--- src/rtl/cursor_deque_defines.svh ---
// assertion macros included by cdq_back
`ifndef CURSOR_DEQUE_DEFINES_SVH
`define CURSOR_DEQUE_DEFINES_SVH

// condition that holds at every clock edge out of reset
`define CDQ_ASSERT_ALWAYS(lbl, cond, msg) \
  lbl: assert property (@(posedge clk) disable iff (!rst_n) (cond)) else $error(msg);

// consequence that holds in the cycle after the antecedent
`define CDQ_ASSERT_NEXT(lbl, ante, cons, msg) \
  lbl: assert property (@(posedge clk) disable iff (!rst_n) (ante) |=> (cons)) else $error(msg);

`endif

--- src/rtl/cdq_pkg.sv ---
package cdq_pkg;

  // decoded command kinds passed from front to back
  typedef enum logic [3:0] {
    CMD_PUSH_BACK,
    CMD_PUSH_FRONT,
    CMD_POP_BACK,
    CMD_POP_FRONT,
    CMD_JUMP,
    CMD_NEXT,
    CMD_PREV,
    CMD_RESET,
    CMD_WRITE,
    CMD_READ,
    CMD_NONE
  } cmd_kind_t;

  // result status codes
  typedef enum logic [1:0] {
    ST_OK    = 2'd0,
    ST_RANGE = 2'd1,
    ST_FULL  = 2'd2,
    ST_EMPTY = 2'd3
  } status_t;

  // one queued command
  typedef struct packed {
    cmd_kind_t          kind;
    logic signed [31:0] value;
    logic [3:0]         position;
  } cmd_t;

endpackage

--- src/rtl/cdq_front.sv ---
module cdq_front (
  input  logic               clk,
  input  logic               rst_n,
  input  logic               in_valid,
  output logic               in_ready,
  input  logic [3:0]         in_operation,
  input  logic signed [31:0] in_value,
  input  logic [3:0]         in_position,
  output logic               cmd_valid,
  input  logic               cmd_ready,
  output cdq_pkg::cmd_t      cmd
);

  // operation codes on the input channel
  localparam logic [3:0] OP_PUSH_BACK  = 4'd0;
  localparam logic [3:0] OP_PUSH_FRONT = 4'd1;
  localparam logic [3:0] OP_POP_BACK   = 4'd2;
  localparam logic [3:0] OP_POP_FRONT  = 4'd3;
  localparam logic [3:0] OP_JUMP       = 4'd4;
  localparam logic [3:0] OP_NEXT       = 4'd5;
  localparam logic [3:0] OP_PREV       = 4'd6;
  localparam logic [3:0] OP_RESET      = 4'd7;
  localparam logic [3:0] OP_WRITE      = 4'd8;
  localparam logic [3:0] OP_READ       = 4'd9;

  cdq_pkg::cmd_t      q_r [2];
  cdq_pkg::cmd_t      dec;
  logic               wp_r, wp_nxt;
  logic               rp_r, rp_nxt;
  logic [1:0]         n_r, n_nxt;
  logic               push, pop;

  // classify the incoming transaction
  always_comb begin
    dec.value    = in_value;
    dec.position = in_position;
    case (in_operation)
      OP_PUSH_BACK:  dec.kind = cdq_pkg::CMD_PUSH_BACK;
      OP_PUSH_FRONT: dec.kind = cdq_pkg::CMD_PUSH_FRONT;
      OP_POP_BACK:   dec.kind = cdq_pkg::CMD_POP_BACK;
      OP_POP_FRONT:  dec.kind = cdq_pkg::CMD_POP_FRONT;
      OP_JUMP:       dec.kind = cdq_pkg::CMD_JUMP;
      OP_NEXT:       dec.kind = cdq_pkg::CMD_NEXT;
      OP_PREV:       dec.kind = cdq_pkg::CMD_PREV;
      OP_RESET:      dec.kind = cdq_pkg::CMD_RESET;
      OP_WRITE:      dec.kind = cdq_pkg::CMD_WRITE;
      OP_READ:       dec.kind = cdq_pkg::CMD_READ;
      default:       dec.kind = cdq_pkg::CMD_NONE;
    endcase
  end

  // two-entry command queue
  assign in_ready  = (n_r != 2'd2);
  assign cmd_valid = (n_r != 2'd0);
  assign cmd       = q_r[rp_r];
  assign push      = in_valid && in_ready;
  assign pop       = cmd_valid && cmd_ready;

  always_comb begin
    wp_nxt = push ? ~wp_r : wp_r;
    rp_nxt = pop ? ~rp_r : rp_r;
    n_nxt  = n_r;
    if (push && !pop) begin
      n_nxt = n_r + 2'd1;
    end else if (pop && !push) begin
      n_nxt = n_r - 2'd1;
    end
  end

  always_ff @(posedge clk) begin
    if (!rst_n) begin
      wp_r <= 1'b0;
      rp_r <= 1'b0;
      n_r  <= 2'd0;
    end else begin
      wp_r <= wp_nxt;
      rp_r <= rp_nxt;
      n_r  <= n_nxt;
    end
  end

  // queue payload
  always_ff @(posedge clk) begin
    if (push) begin
      q_r[wp_r] <= dec;
    end
  end

endmodule

--- src/rtl/cdq_back.sv ---
`include "cursor_deque_defines.svh"

module cdq_back #(
  parameter int DEPTH = 16
) (
  input  logic               clk,
  input  logic               rst_n,
  input  logic               cmd_valid,
  output logic               cmd_ready,
  input  cdq_pkg::cmd_t      cmd,
  output logic               out_valid,
  input  logic               out_ready,
  output logic [1:0]         out_status,
  output logic signed [31:0] out_cursor_data,
  output logic [3:0]         out_cursor_index,
  output logic               out_cursor_valid,
  output logic [4:0]         out_item_count
);

  localparam int PW = $clog2(DEPTH);
  localparam int CW = $clog2(DEPTH + 1);
  localparam int MW = (CW > 4) ? CW : 4;
  localparam logic [CW-1:0] DEPTH_C = CW'(DEPTH);
  localparam logic [PW:0]   DEPTH_S = (PW + 1)'(DEPTH);
  localparam logic [PW-1:0] LAST_SLOT = PW'(DEPTH - 1);

  typedef enum logic [2:0] {
    S_EXEC = 3'b001,
    S_READ = 3'b010,
    S_RESP = 3'b100
  } state_t;

  state_t               state_r, state_nxt;
  logic [PW-1:0]        front_r, front_nxt;
  logic [CW-1:0]        count_r, count_nxt;
  logic [PW-1:0]        cursor_r, cursor_nxt;
  cdq_pkg::status_t     status_r, status_nxt;
  logic signed [31:0]   mem [DEPTH];
  logic signed [31:0]   rdata_r;
  logic                 wr_en;
  logic [PW-1:0]        wr_slot;
  logic                 exec;
  logic [CW-1:0]        cnt_dec;
  logic [CW-1:0]        cur_ext;
  logic [MW-1:0]        pos_ext;
  logic [PW-1:0]        fp_dec, fp_inc;

  // ring slot of an index counted from the front
  function automatic logic [PW-1:0] slot_of(input logic [PW-1:0] fp,
                                            input logic [PW-1:0] idx);
    logic [PW:0] sum;
    sum = (PW + 1)'(fp) + (PW + 1)'(idx);
    if (sum >= DEPTH_S) begin
      sum = sum - DEPTH_S;
    end
    return sum[PW-1:0];
  endfunction

  assign exec      = (state_r == S_EXEC) && cmd_valid;
  assign cmd_ready = (state_r == S_EXEC);
  assign cnt_dec   = count_r - CW'(1);
  assign cur_ext   = CW'(cursor_r);
  assign pos_ext   = MW'(cmd.position);
  assign fp_dec    = (front_r == '0) ? LAST_SLOT : front_r - PW'(1);
  assign fp_inc    = (front_r == LAST_SLOT) ? '0 : front_r + PW'(1);

  // carry out one command on pointers, count and cursor
  always_comb begin
    front_nxt  = front_r;
    count_nxt  = count_r;
    cursor_nxt = cursor_r;
    status_nxt = cdq_pkg::ST_OK;
    wr_en      = 1'b0;
    wr_slot    = slot_of(front_r, cursor_r);
    case (cmd.kind)
      cdq_pkg::CMD_PUSH_BACK: begin
        if (count_r == DEPTH_C) begin
          status_nxt = cdq_pkg::ST_FULL;
        end else begin
          wr_en     = 1'b1;
          wr_slot   = slot_of(front_r, count_r[PW-1:0]);
          count_nxt = count_r + CW'(1);
          if (count_r == '0) begin
            cursor_nxt = '0;
          end
        end
      end
      cdq_pkg::CMD_PUSH_FRONT: begin
        if (count_r == DEPTH_C) begin
          status_nxt = cdq_pkg::ST_FULL;
        end else begin
          wr_en      = 1'b1;
          wr_slot    = fp_dec;
          front_nxt  = fp_dec;
          count_nxt  = count_r + CW'(1);
          cursor_nxt = (count_r == '0) ? '0 : cursor_r + PW'(1);
        end
      end
      cdq_pkg::CMD_POP_BACK: begin
        if (count_r == '0) begin
          status_nxt = cdq_pkg::ST_EMPTY;
        end else begin
          count_nxt = cnt_dec;
          if (cnt_dec == '0) begin
            cursor_nxt = '0;
          end else if (cur_ext >= cnt_dec) begin
            cursor_nxt = PW'(cnt_dec - CW'(1));
          end
        end
      end
      cdq_pkg::CMD_POP_FRONT: begin
        if (count_r == '0) begin
          status_nxt = cdq_pkg::ST_EMPTY;
        end else begin
          front_nxt = fp_inc;
          count_nxt = cnt_dec;
          if (cnt_dec == '0 || cursor_r == '0) begin
            cursor_nxt = '0;
          end else begin
            cursor_nxt = cursor_r - PW'(1);
          end
        end
      end
      cdq_pkg::CMD_JUMP: begin
        if (count_r == '0 || pos_ext >= MW'(count_r)) begin
          status_nxt = cdq_pkg::ST_RANGE;
        end else begin
          cursor_nxt = pos_ext[PW-1:0];
        end
      end
      cdq_pkg::CMD_NEXT: begin
        if (count_r == '0) begin
          status_nxt = cdq_pkg::ST_EMPTY;
        end else if (cur_ext + CW'(1) < count_r) begin
          cursor_nxt = cursor_r + PW'(1);
        end
      end
      cdq_pkg::CMD_PREV: begin
        if (count_r == '0) begin
          status_nxt = cdq_pkg::ST_EMPTY;
        end else if (cursor_r != '0) begin
          cursor_nxt = cursor_r - PW'(1);
        end
      end
      cdq_pkg::CMD_RESET: begin
        cursor_nxt = '0;
      end
      cdq_pkg::CMD_WRITE: begin
        if (count_r == '0) begin
          status_nxt = cdq_pkg::ST_EMPTY;
        end else begin
          wr_en = 1'b1;
        end
      end
      cdq_pkg::CMD_READ: begin
        if (count_r == '0) begin
          status_nxt = cdq_pkg::ST_EMPTY;
        end
      end
      default: begin
      end
    endcase
  end

  // sequencer: execute, read the cursor element, hold the result
  always_comb begin
    state_nxt = state_r;
    case (state_r)
      S_EXEC:  if (cmd_valid) state_nxt = S_READ;
      S_READ:  state_nxt = S_RESP;
      S_RESP:  if (out_ready) state_nxt = S_EXEC;
      default: state_nxt = S_EXEC;
    endcase
  end

  always_ff @(posedge clk) begin
    if (!rst_n) begin
      state_r  <= S_EXEC;
      front_r  <= '0;
      count_r  <= '0;
      cursor_r <= '0;
      status_r <= cdq_pkg::ST_OK;
    end else begin
      state_r <= state_nxt;
      if (exec) begin
        front_r  <= front_nxt;
        count_r  <= count_nxt;
        cursor_r <= cursor_nxt;
        status_r <= status_nxt;
      end
    end
  end

  // ring buffer storage
  always_ff @(posedge clk) begin
    if (exec && wr_en) begin
      mem[wr_slot] <= cmd.value;
    end
  end

  always_ff @(posedge clk) begin
    if (state_r == S_READ) begin
      rdata_r <= mem[slot_of(front_r, cursor_r)];
    end
  end

  // result channel
  assign out_valid        = (state_r == S_RESP);
  assign out_status       = status_r;
  assign out_cursor_valid = (count_r != '0);
  assign out_cursor_data  = out_cursor_valid ? rdata_r : '0;
  assign out_cursor_index = out_cursor_valid ? 4'(cursor_r) : 4'd0;
  assign out_item_count   = 5'(count_r);

  `CDQ_ASSERT_ALWAYS(a_count_bound, count_r <= DEPTH_C, "count above depth")
  `CDQ_ASSERT_ALWAYS(a_cursor_in_range, count_r == '0 || cur_ext < count_r, "cursor off the queue")
  `CDQ_ASSERT_NEXT(a_count_held, state_r != S_EXEC, $stable(count_r), "count moved outside execute")
  `CDQ_ASSERT_NEXT(a_full_no_change, exec && status_nxt == cdq_pkg::ST_FULL, $stable(count_r) && $stable(front_r), "full push changed state")

endmodule

--- src/rtl/cursor_deque.sv ---
// channel   | handshake            | payload
// ----------+----------------------+---------------------------------------------------
// in        | in_valid / in_ready  | in_operation, in_value, in_position
// out       | out_valid / out_ready| out_status, out_cursor_data, out_cursor_index,
//           |                      | out_cursor_valid, out_item_count
//
// each transaction passes through the back end in turn: execute (pointer update and
// ring buffer write), cursor element read from the single-port storage, result hold.
// a two-entry command queue in front keeps taking transactions while a result waits.
// reset is synchronous on rst_n low and clears pointers, count and cursor.
// out_ready low holds the result and the back end; the front queue fills, then in_ready drops.
module cursor_deque #(
  parameter int DEPTH = 16
) (
  input  logic               clk,
  input  logic               rst_n,
  input  logic               in_valid,
  output logic               in_ready,
  input  logic [3:0]         in_operation,
  input  logic signed [31:0] in_value,
  input  logic [3:0]         in_position,
  output logic               out_valid,
  input  logic               out_ready,
  output logic [1:0]         out_status,
  output logic signed [31:0] out_cursor_data,
  output logic [3:0]         out_cursor_index,
  output logic               out_cursor_valid,
  output logic [4:0]         out_item_count
);

  logic          cmd_valid;
  logic          cmd_ready;
  cdq_pkg::cmd_t cmd;

  // decode and queue
  cdq_front u_front (
    .clk          (clk),
    .rst_n        (rst_n),
    .in_valid     (in_valid),
    .in_ready     (in_ready),
    .in_operation (in_operation),
    .in_value     (in_value),
    .in_position  (in_position),
    .cmd_valid    (cmd_valid),
    .cmd_ready    (cmd_ready),
    .cmd          (cmd)
  );

  // execute against the ring buffer
  cdq_back #(
    .DEPTH (DEPTH)
  ) u_back (
    .clk              (clk),
    .rst_n            (rst_n),
    .cmd_valid        (cmd_valid),
    .cmd_ready        (cmd_ready),
    .cmd              (cmd),
    .out_valid        (out_valid),
    .out_ready        (out_ready),
    .out_status       (out_status),
    .out_cursor_data  (out_cursor_data),
    .out_cursor_index (out_cursor_index),
    .out_cursor_valid (out_cursor_valid),
    .out_item_count   (out_item_count)
  );

endmodule

--- config.mk ---
export PLATFORM = sky130hd
export DESIGN_NAME = cursor_deque
export DESIGN_NICKNAME = d
export VERILOG_FILES = /design/src/rtl/cdq_pkg.sv /design/src/rtl/cdq_front.sv /design/src/rtl/cdq_back.sv /design/src/rtl/cursor_deque.sv
export VERILOG_INCLUDE_DIRS = /design/src /design/src/rtl
export SDC_FILE = /design/constraint.sdc
export NUM_CORES = 1
export LEC_CHECK = 0
export ABC_AREA = 1
export BUFFER_PORTS_ARGS = -buffer_cell sky130_fd_sc_hd__clkbuf_2
export CORE_UTILIZATION = 50
export CTS_CLUSTER_SIZE = 30
export DETAILED_ROUTE_END_ITERATION = 10
export GPL_ROUTABILITY_DRIVEN = 0
export GPL_TIMING_DRIVEN = 0
export PLACE_DENSITY = 0.7
export SETUP_SLACK_MARGIN = 0.05
export SYNTH_ARGS = -nofsm -noshare
export SYNTH_HDL_FRONTEND = slang
export SYNTH_SLANG_ARGS = --single-unit
--- constraint.sdc ---
create_clock -name clk -period 3.6 [get_ports clk]
set_clock_uncertainty 0.05 [all_clocks]
set_input_delay 0.72 -clock clk [delete_from_list [all_inputs] [get_ports clk]]
set_output_delay 0.72 -clock clk [all_outputs]
set_load 0.03 [all_outputs]
==> flow_summary.json, run 1 <==
{
  "outcome": "completed",
  "synth_area_leaders": "edfxtp_1 71%, mux2i_1 4.9%, o221ai_1 4.3%, nand2_1 3.7%, o21ai_0 2.9%",
  "slew_viol_final": 0,
  "post_drt_via_cell_ratio": 5.94,
  "multi_input_area_sq_um": 6560,
  "dieArea_sq_um": 53900,
  "hold_viol": 0,
  "grtUsageMet2": 0.423,
  "cp_max_fo": 10,
  "power_density_nw_per_um2": 730,
  "grt_max_degree": 33,
  "hp-class": "primary input to flip-flop",
  "synth_area_sq_um": 26500,
  "synth_warnings": 0,
  "synth.distinct_cells": 41,
  "max_freq_mhz": 286,
  "critPathCaptureType": "flip-flop",
  "critical_path_class": "flip-flop to flip-flop",
  "ys_ff_latch": 647,
  "period_minus_slack_ns": 3.50,
  "cts_max_level": 2,
  "grtUsageMet1": 0.334,
  "numCtsBuffers": 60,
  "mostFrequentLayoutCells": "624 x edfxtp_1, 264 x nand2_1, 156 x nor2_1",
  "layout_commonest_cell": "edfxtp_1",
  "initial_core_util": 0.511,
  "worstSkewPairLatency_ns": 0.64,
  "finalSetupViolations": 0,
  "wl_per_cell_um": 23.8,
  "syn_area_per_cell_sq_um": 13.7,
  "fillers": 3847,
  "use_met3": 0.0494,
  "yosys.area.top_type": "edfxtp_1",
  "syn_inst": 1936,
  "synth-main-ff-cell": "edfxtp_1",
  "synth_enable_flop_cells": 624,
  "drtPass1Iterations": 5,
  "worst_slew_pin_slew_ns": 0.844,
  "min_period_over_period": 0.971,
  "grt-ovfl-total": 0,
  "seq_area_sq_um": 19200,
  "worstPathRequired_ns": 4.01,
  "synth_top_area_frac": 0.708,
  "rsz0062_at_grt": "yes",
  "critPathArrivalTime_ns": 3.90,
  "vias": 16970,
  "io_buffer_count": 89,
  "drc": 0,
  "top_usage_layer": "met2",
  "area_delta_synth_final_pct": 15.9,
  "grt_pass1_wl_um": 102000,
  "rows": 83,
  "cts_tree": "yes",
  "drt.antenna.violating_nets": 0,
  "hold_ws_ns": 0.224,
  "drt_iter0_drc": 1670,
  "synthArstFlopShare": 0,
  "io_pins": 90,
  "ir_drop_mv": 0.415,
  "drive_above_1_share": 0.145,
  "slew_headroom": 0.438,
  "max-clock-path-buffers": 3,
  "core-area_sq_um": 51800,
  "path_clk_slew_ns": 0.06,
  "p_leak_uw": 0.0107,
  "fp.dieW_um": 232,
  "start_kind": "flip-flop",
  "clockRootBuffer": "clkbuf_16",
  "max-cap-violations": 0,
  "track_usage": 0.256,
  "cts_hold_buf": 0,
  "layout.nets": 2201,
  "seq_area_frac_synth": 0.725,
  "fin_util": 0.592,
  "synth_nets": 2009,
  "clock_sinks": 647,
  "die_y_um": 232,
  "wirelength_um": 68100,
  "dp_hpwl_um": 44700,
  "antenna_found_initial": 0,
  "grt_pass1_vias": 16668,
  "antennaDiodeCount": 0
}
==> worst max-delay path, stage by stage (launching register included) <==
cell and delay (ns):
dfxtp_1 0.53, ha_1 0.45, buf_2 0.28, inv_1 0.10
clkbuf_1 0.52, clkbuf_1 0.66, nor2_1 0.09, o221ai_1 0.30
nand3_1 0.14, nand2_1 0.19
==> flip-flops by register name, indices dropped and copies added (netlist names), named ones only <==
| signal | flops |
|---|---|
| u_back.cursor_r | 4 |
| u_back.front_r | 4 |
| u_back.mem | 512 |
| u_back.out_item_count | 5 |
| u_back.out_status | 2 |
| u_back.rdata_r | 32 |
| u_back.state_r | 3 |
| u_front.n_r | 2 |
| u_front.q_r | 80 |
| u_front.rp_r | 1 |
| u_front.wp_r | 1 |
==> Yosys cell counts (5+ instances only) <==
cell	count
ha_1	27
nand2_1	264
buf_2	31
o21ai_0	155
xor2_1	16
o221ai_1	129
nor2_1	174
clkbuf_1	65
a21oi_1	33
mux2i_1	129
nand2_2	12
buf_1	5
inv_1	98
inv_2	6
edfxtp_1	624
nor2_2	5
dfxtp_1	23
nand3_1	92
==> metrics by stage <==
| step | std cells | total power [uW] | setup WS, ns | area [sq um] | setup TNS, ns |
|---|---|---|---|---|---|
| 2_1_floorplan | 1936 | 13800 | -0.159 | 26500 | -75.97 |
| 3_3_place_gp | 2705 | 15900 | -1.98 | 27800 | -1015.13 |
| 3_5_place_dp | 2724 | 16200 | -0.383 | 28400 | -26.33 |
| 4_1_cts | 2856 | 22400 | 0.0825 | 30700 | 0 |
| 5_1_grt | 2856 | 23300 | 0.00549 | 30700 | 0 |
| 6_report | 2856 | 22400 | 0.103 | 30700 | 0 |
==> logic make-up (layout without fill, tap and decap cells) <==
kind of cell,count (synthesis),count (layout),synth area share
simple gates,565,565,0.0890
compound gates,335,335,0.0833
flops,647,647,0.725
fa+ha+maj,29,29,0.0143
mux,129,129,0.0488
buf+inv,212,452,0.0327
xor+xnor,19,19,0.00657
==> repair_timing <==
item	4_1_cts	5_1_grt
pin swaps	15	0
gates resized for setup	15	7
endpoints found under the hold margin	0	0
setup endpoints to repair	375	49
buffers inserted	22	0
==> layer usage <==
layer / part of all wire / vias to the layer above
li1: - / 7571
met1: 0.39 / 8362
met2: 0.49 / 879
met3: 0.088 / 158
met4: 0.034 / 0
met5: 0 / -
==> report_power, final <==
group          internal, uW  switching, uW
combinational          1760           4960
clock                  3470           2700
sequential             9350            155
==> final timing paths <==
path / from / to / slack (ns) / cells past startpoint
hold / removal: in_value[11] / u_front.q_r[0][15] / 0.22 / 1
hold reg to reg: u_front.rp_r / flip-flop / 0.41 / 1
setup / recovery: u_back.cursor_r[0] / u_back.rdata_r[29] / 0.10 / 9
setup reg to reg: u_back.cursor_r[0] / u_back.rdata_r[29] / 0.10 / 9
==> final cells by class <==
| class | count | share of cell area |
|---|---|---|
| Timing Repair Buffer | 130 | 0.0421 |
| Inverter | 104 | 0.0127 |
| Sequential cell | 647 | 0.626 |
| Multi-Input combinational cell | 1077 | 0.214 |
| Clock buffer | 69 | 0.0514 |
| Clock inverter | 41 | 0.0103 |
| Tap cell | 680 | 0.0277 |
| Buffer | 108 | 0.0164 |
(Power assumes the default switching activity.)
==> run 2, diff against run 1 <==
--- a/config.mk
+++ b/config.mk
@@ -8,12 +8,12 @@
 export LEC_CHECK = 0
 export ABC_AREA = 1
 export BUFFER_PORTS_ARGS = -buffer_cell sky130_fd_sc_hd__clkbuf_2
-export CORE_UTILIZATION = 50
+export CORE_UTILIZATION = 55
 export CTS_CLUSTER_SIZE = 30
 export DETAILED_ROUTE_END_ITERATION = 10
 export GPL_ROUTABILITY_DRIVEN = 0
 export GPL_TIMING_DRIVEN = 0
-export PLACE_DENSITY = 0.7
+export PLACE_DENSITY = 0.76
 export SETUP_SLACK_MARGIN = 0.05
 export SYNTH_ARGS = -nofsm -noshare
 export SYNTH_HDL_FRONTEND = slang
==> run 2 against run 1 <==
Net effect: non-clock buffer count is 5 lower; first-iteration DRC count is 30% higher; routed wire length increased by 0.57%; design area shrank 0.53%; die area shrank 9.0%; via count rose by 1.7%; critical endpoint is now u_back.rdata_r[0]; critical path type unchanged; register-to-register slack worse by 0.04 ns; sequential power is essentially flat; clock power about the same; the run now ends with design-rule violations left.
==> flow_summary.json, run 2 (synthesis gave the netlist of run 1 again) <==
{
  "top_register": "u_back.mem",
  "numCtsBuffers": 59,
  "drc": 1,
  "io_pins": 90,
  "outcome": "finished with violations",
  "cp_max_fo": 10,
  "largest_register_ffs": 512,
  "io_buffer_count": 89,
  "failed_checks": "design-rule violations",
  "max-clock-path-buffers": 3,
  "antenna_found_initial": 0,
  "area_delta_synth_final_pct": 15.3,
  "routed.top_layer": "met4",
  "wirelength_um": 68500,
  "power_density_nw_per_um2": 736,
  "vias": 17260,
  "hp-class": "primary input to flip-flop",
  "critPathCaptureType": "flip-flop",
  "finalSetupViolations": 0,
  "max_freq_mhz": 283,
  "dpl.cell_count": 2658,
  "rsz0062_at_grt": "yes",
  "final_cells": 2785,
  "wl_per_cell_um": 24.6,
  "r2r_end": "u_back.rdata_r[0]",
  "slew_headroom": 0.361,
  "core-area_sq_um": 47600,
  "grt-ovfl-total": 0,
  "period_minus_slack_ns": 3.53,
  "track_usage": 0.278,
  "grt_max_degree": 33,
  "layout_commonest_cell": "edfxtp_1",
  "worst_hold_path.endpoint": "u_front.q_r[1][3]",
  "fillers": 3365,
  "hold_viol": 0,
  "hp-start": "in_position[3]",
  "r2r_cells": 8,
  "initial_core_util": 0.556,
  "met3WireLength_um": 7210,
  "cts_hold_buf": 0,
  "post_drt_via_cell_ratio": 6.20,
  "grt_pass1_wl_um": 102000,
  "clock_sinks": 647,
  "m1WireLength_um": 24700,
  "regToRegStartpoint": "u_back.cursor_r[0]",
  "layout.nets": 2195,
  "min_period_over_period": 0.982,
  "drt_iter0_drc": 2172,
  "p_leak_uw": 0.0106,
  "ir_drop_mv": 0.464,
  "fp.dieW_um": 221,
  "cts_max_level": 2,
  "max-cap-violations": 0,
  "whs_path_depth": 1,
  "drive_above_1_share": 0.141,
  "worstPathRequired_ns": 3.91,
  "grt_pass1_vias": 17156,
  "mostFrequentLayoutCells": "624 x edfxtp_1, 264 x nand2_1, 156 x nor2_1",
  "reg_top3": "u_back.mem (512), u_front.q_r (80), u_back.rdata_r (32)",
  "slew_viol_final": 0,
  "worst_slew_pin_slew_ns": 0.957,
  "die_y_um": 221,
  "dr_wl_met2_um": 33100,
  "rows": 80,
  "start_kind": "flip-flop",
  "hold_ws_ns": 0.231,
  "antennaDiodeCount": 0,
  "worstSkewPairLatency_ns": 0.63,
  "dieArea_sq_um": 49000,
  "critical_path_class": "flip-flop to flip-flop",
  "tns_ns": 0,
  "cts_tree": "yes",
  "drtPass1Iterations": 10,
  "critPathArrivalTime_ns": 3.84,
  "dp_hpwl_um": 44100,
  "drt.antenna.violating_nets": 0,
  "reg2reg_slack_ns": 0.07,
  "path_clk_slew_ns": 0.06,
  "clockRootBuffer": "clkbuf_16"
}
run 2: worst max-delay path: stages (launching register included):
cell and delay, ns:
dfxtp_1 0.42, ha_1 0.29, fa_1 0.39, xnor2_1 0.39
clkbuf_2 0.47, clkbuf_1 0.66, o221ai_1 0.30, nand3_1 0.17
nand2_1 0.12
run 2: worst max path at each step:
stage,startpoint,endpoint,slack [ns]
floorplan,u_back.out_item_count[0],u_back.mem[3][0],-0.16
global placement,u_back.cursor_r[0],u_back.mem[7][17],-1.86
detailed placement,u_back.out_item_count[0],out_cursor_data[17],-0.35
CTS,u_back.cursor_r[0],u_back.mem[15][17],0.1
global route,u_back.cursor_r[0],u_back.rdata_r[0],0.01
finish,u_back.cursor_r[0],u_back.rdata_r[0],0.07
run 2: where the power goes:
| group | switching (uW) | leakage, uW | internal [uW] |
|---|---|---|---|
| Combinational | 5010 | 0.00385 | 1770 |
| Sequential | 154 | 0.00584 | 9350 |
| Clock | 2690 | 0.000908 | 3480 |
run 2: stage by stage:
step / power [uW] / util / cell area [sq um] / worst slack [ns]
finish: 22500 / 0.641 / 30500 / 0.0663
global route: 23300 / 0.641 / 30500 / 0.0139
CTS: 22400 / 0.639 / 30400 / 0.0959
detailed placement: 16200 / 0.594 / 28300 / -0.348
global placement: 15800 / 0.581 / 27700 / -1.86
floorplan: 13800 / - / 26500 / -0.159
run 2: cell type report:
type / instances / area (sq um) / share of cell area
flip-flops and latches: 647 / 19200 / 0.629
multi-input cells: 1077 / 6550 / 0.214
clock buffers: 81 / 1610 / 0.0528
repair buffers: 125 / 1220 / 0.0400
well taps: 615 / 769 / 0.0252
plain buffers: 108 / 514 / 0.0168
inverters: 104 / 390 / 0.0128
clock inverters: 28 / 273 / 0.00894
run 2: per-layer routing:
| layer | up-vias | global-route usage |
|---|---|---|
| met3 | 246 | 0.0471 |
| met5 | - | 0 |
| met4 | 0 | 0.140 |
| met1 | 8320 | 0.352 |
| li1 | 7565 | - |
| met2 | 1129 | 0.467 |
run 2: what timing repair did:
| item | in CTS | in global routing |
|---|---|---|
| endpoints found under the setup margin | 479 | 102 |
| buffers inserted | 12 | 6 |
| pin swaps | 11 | 4 |
| resized for setup | 16 | 5 |
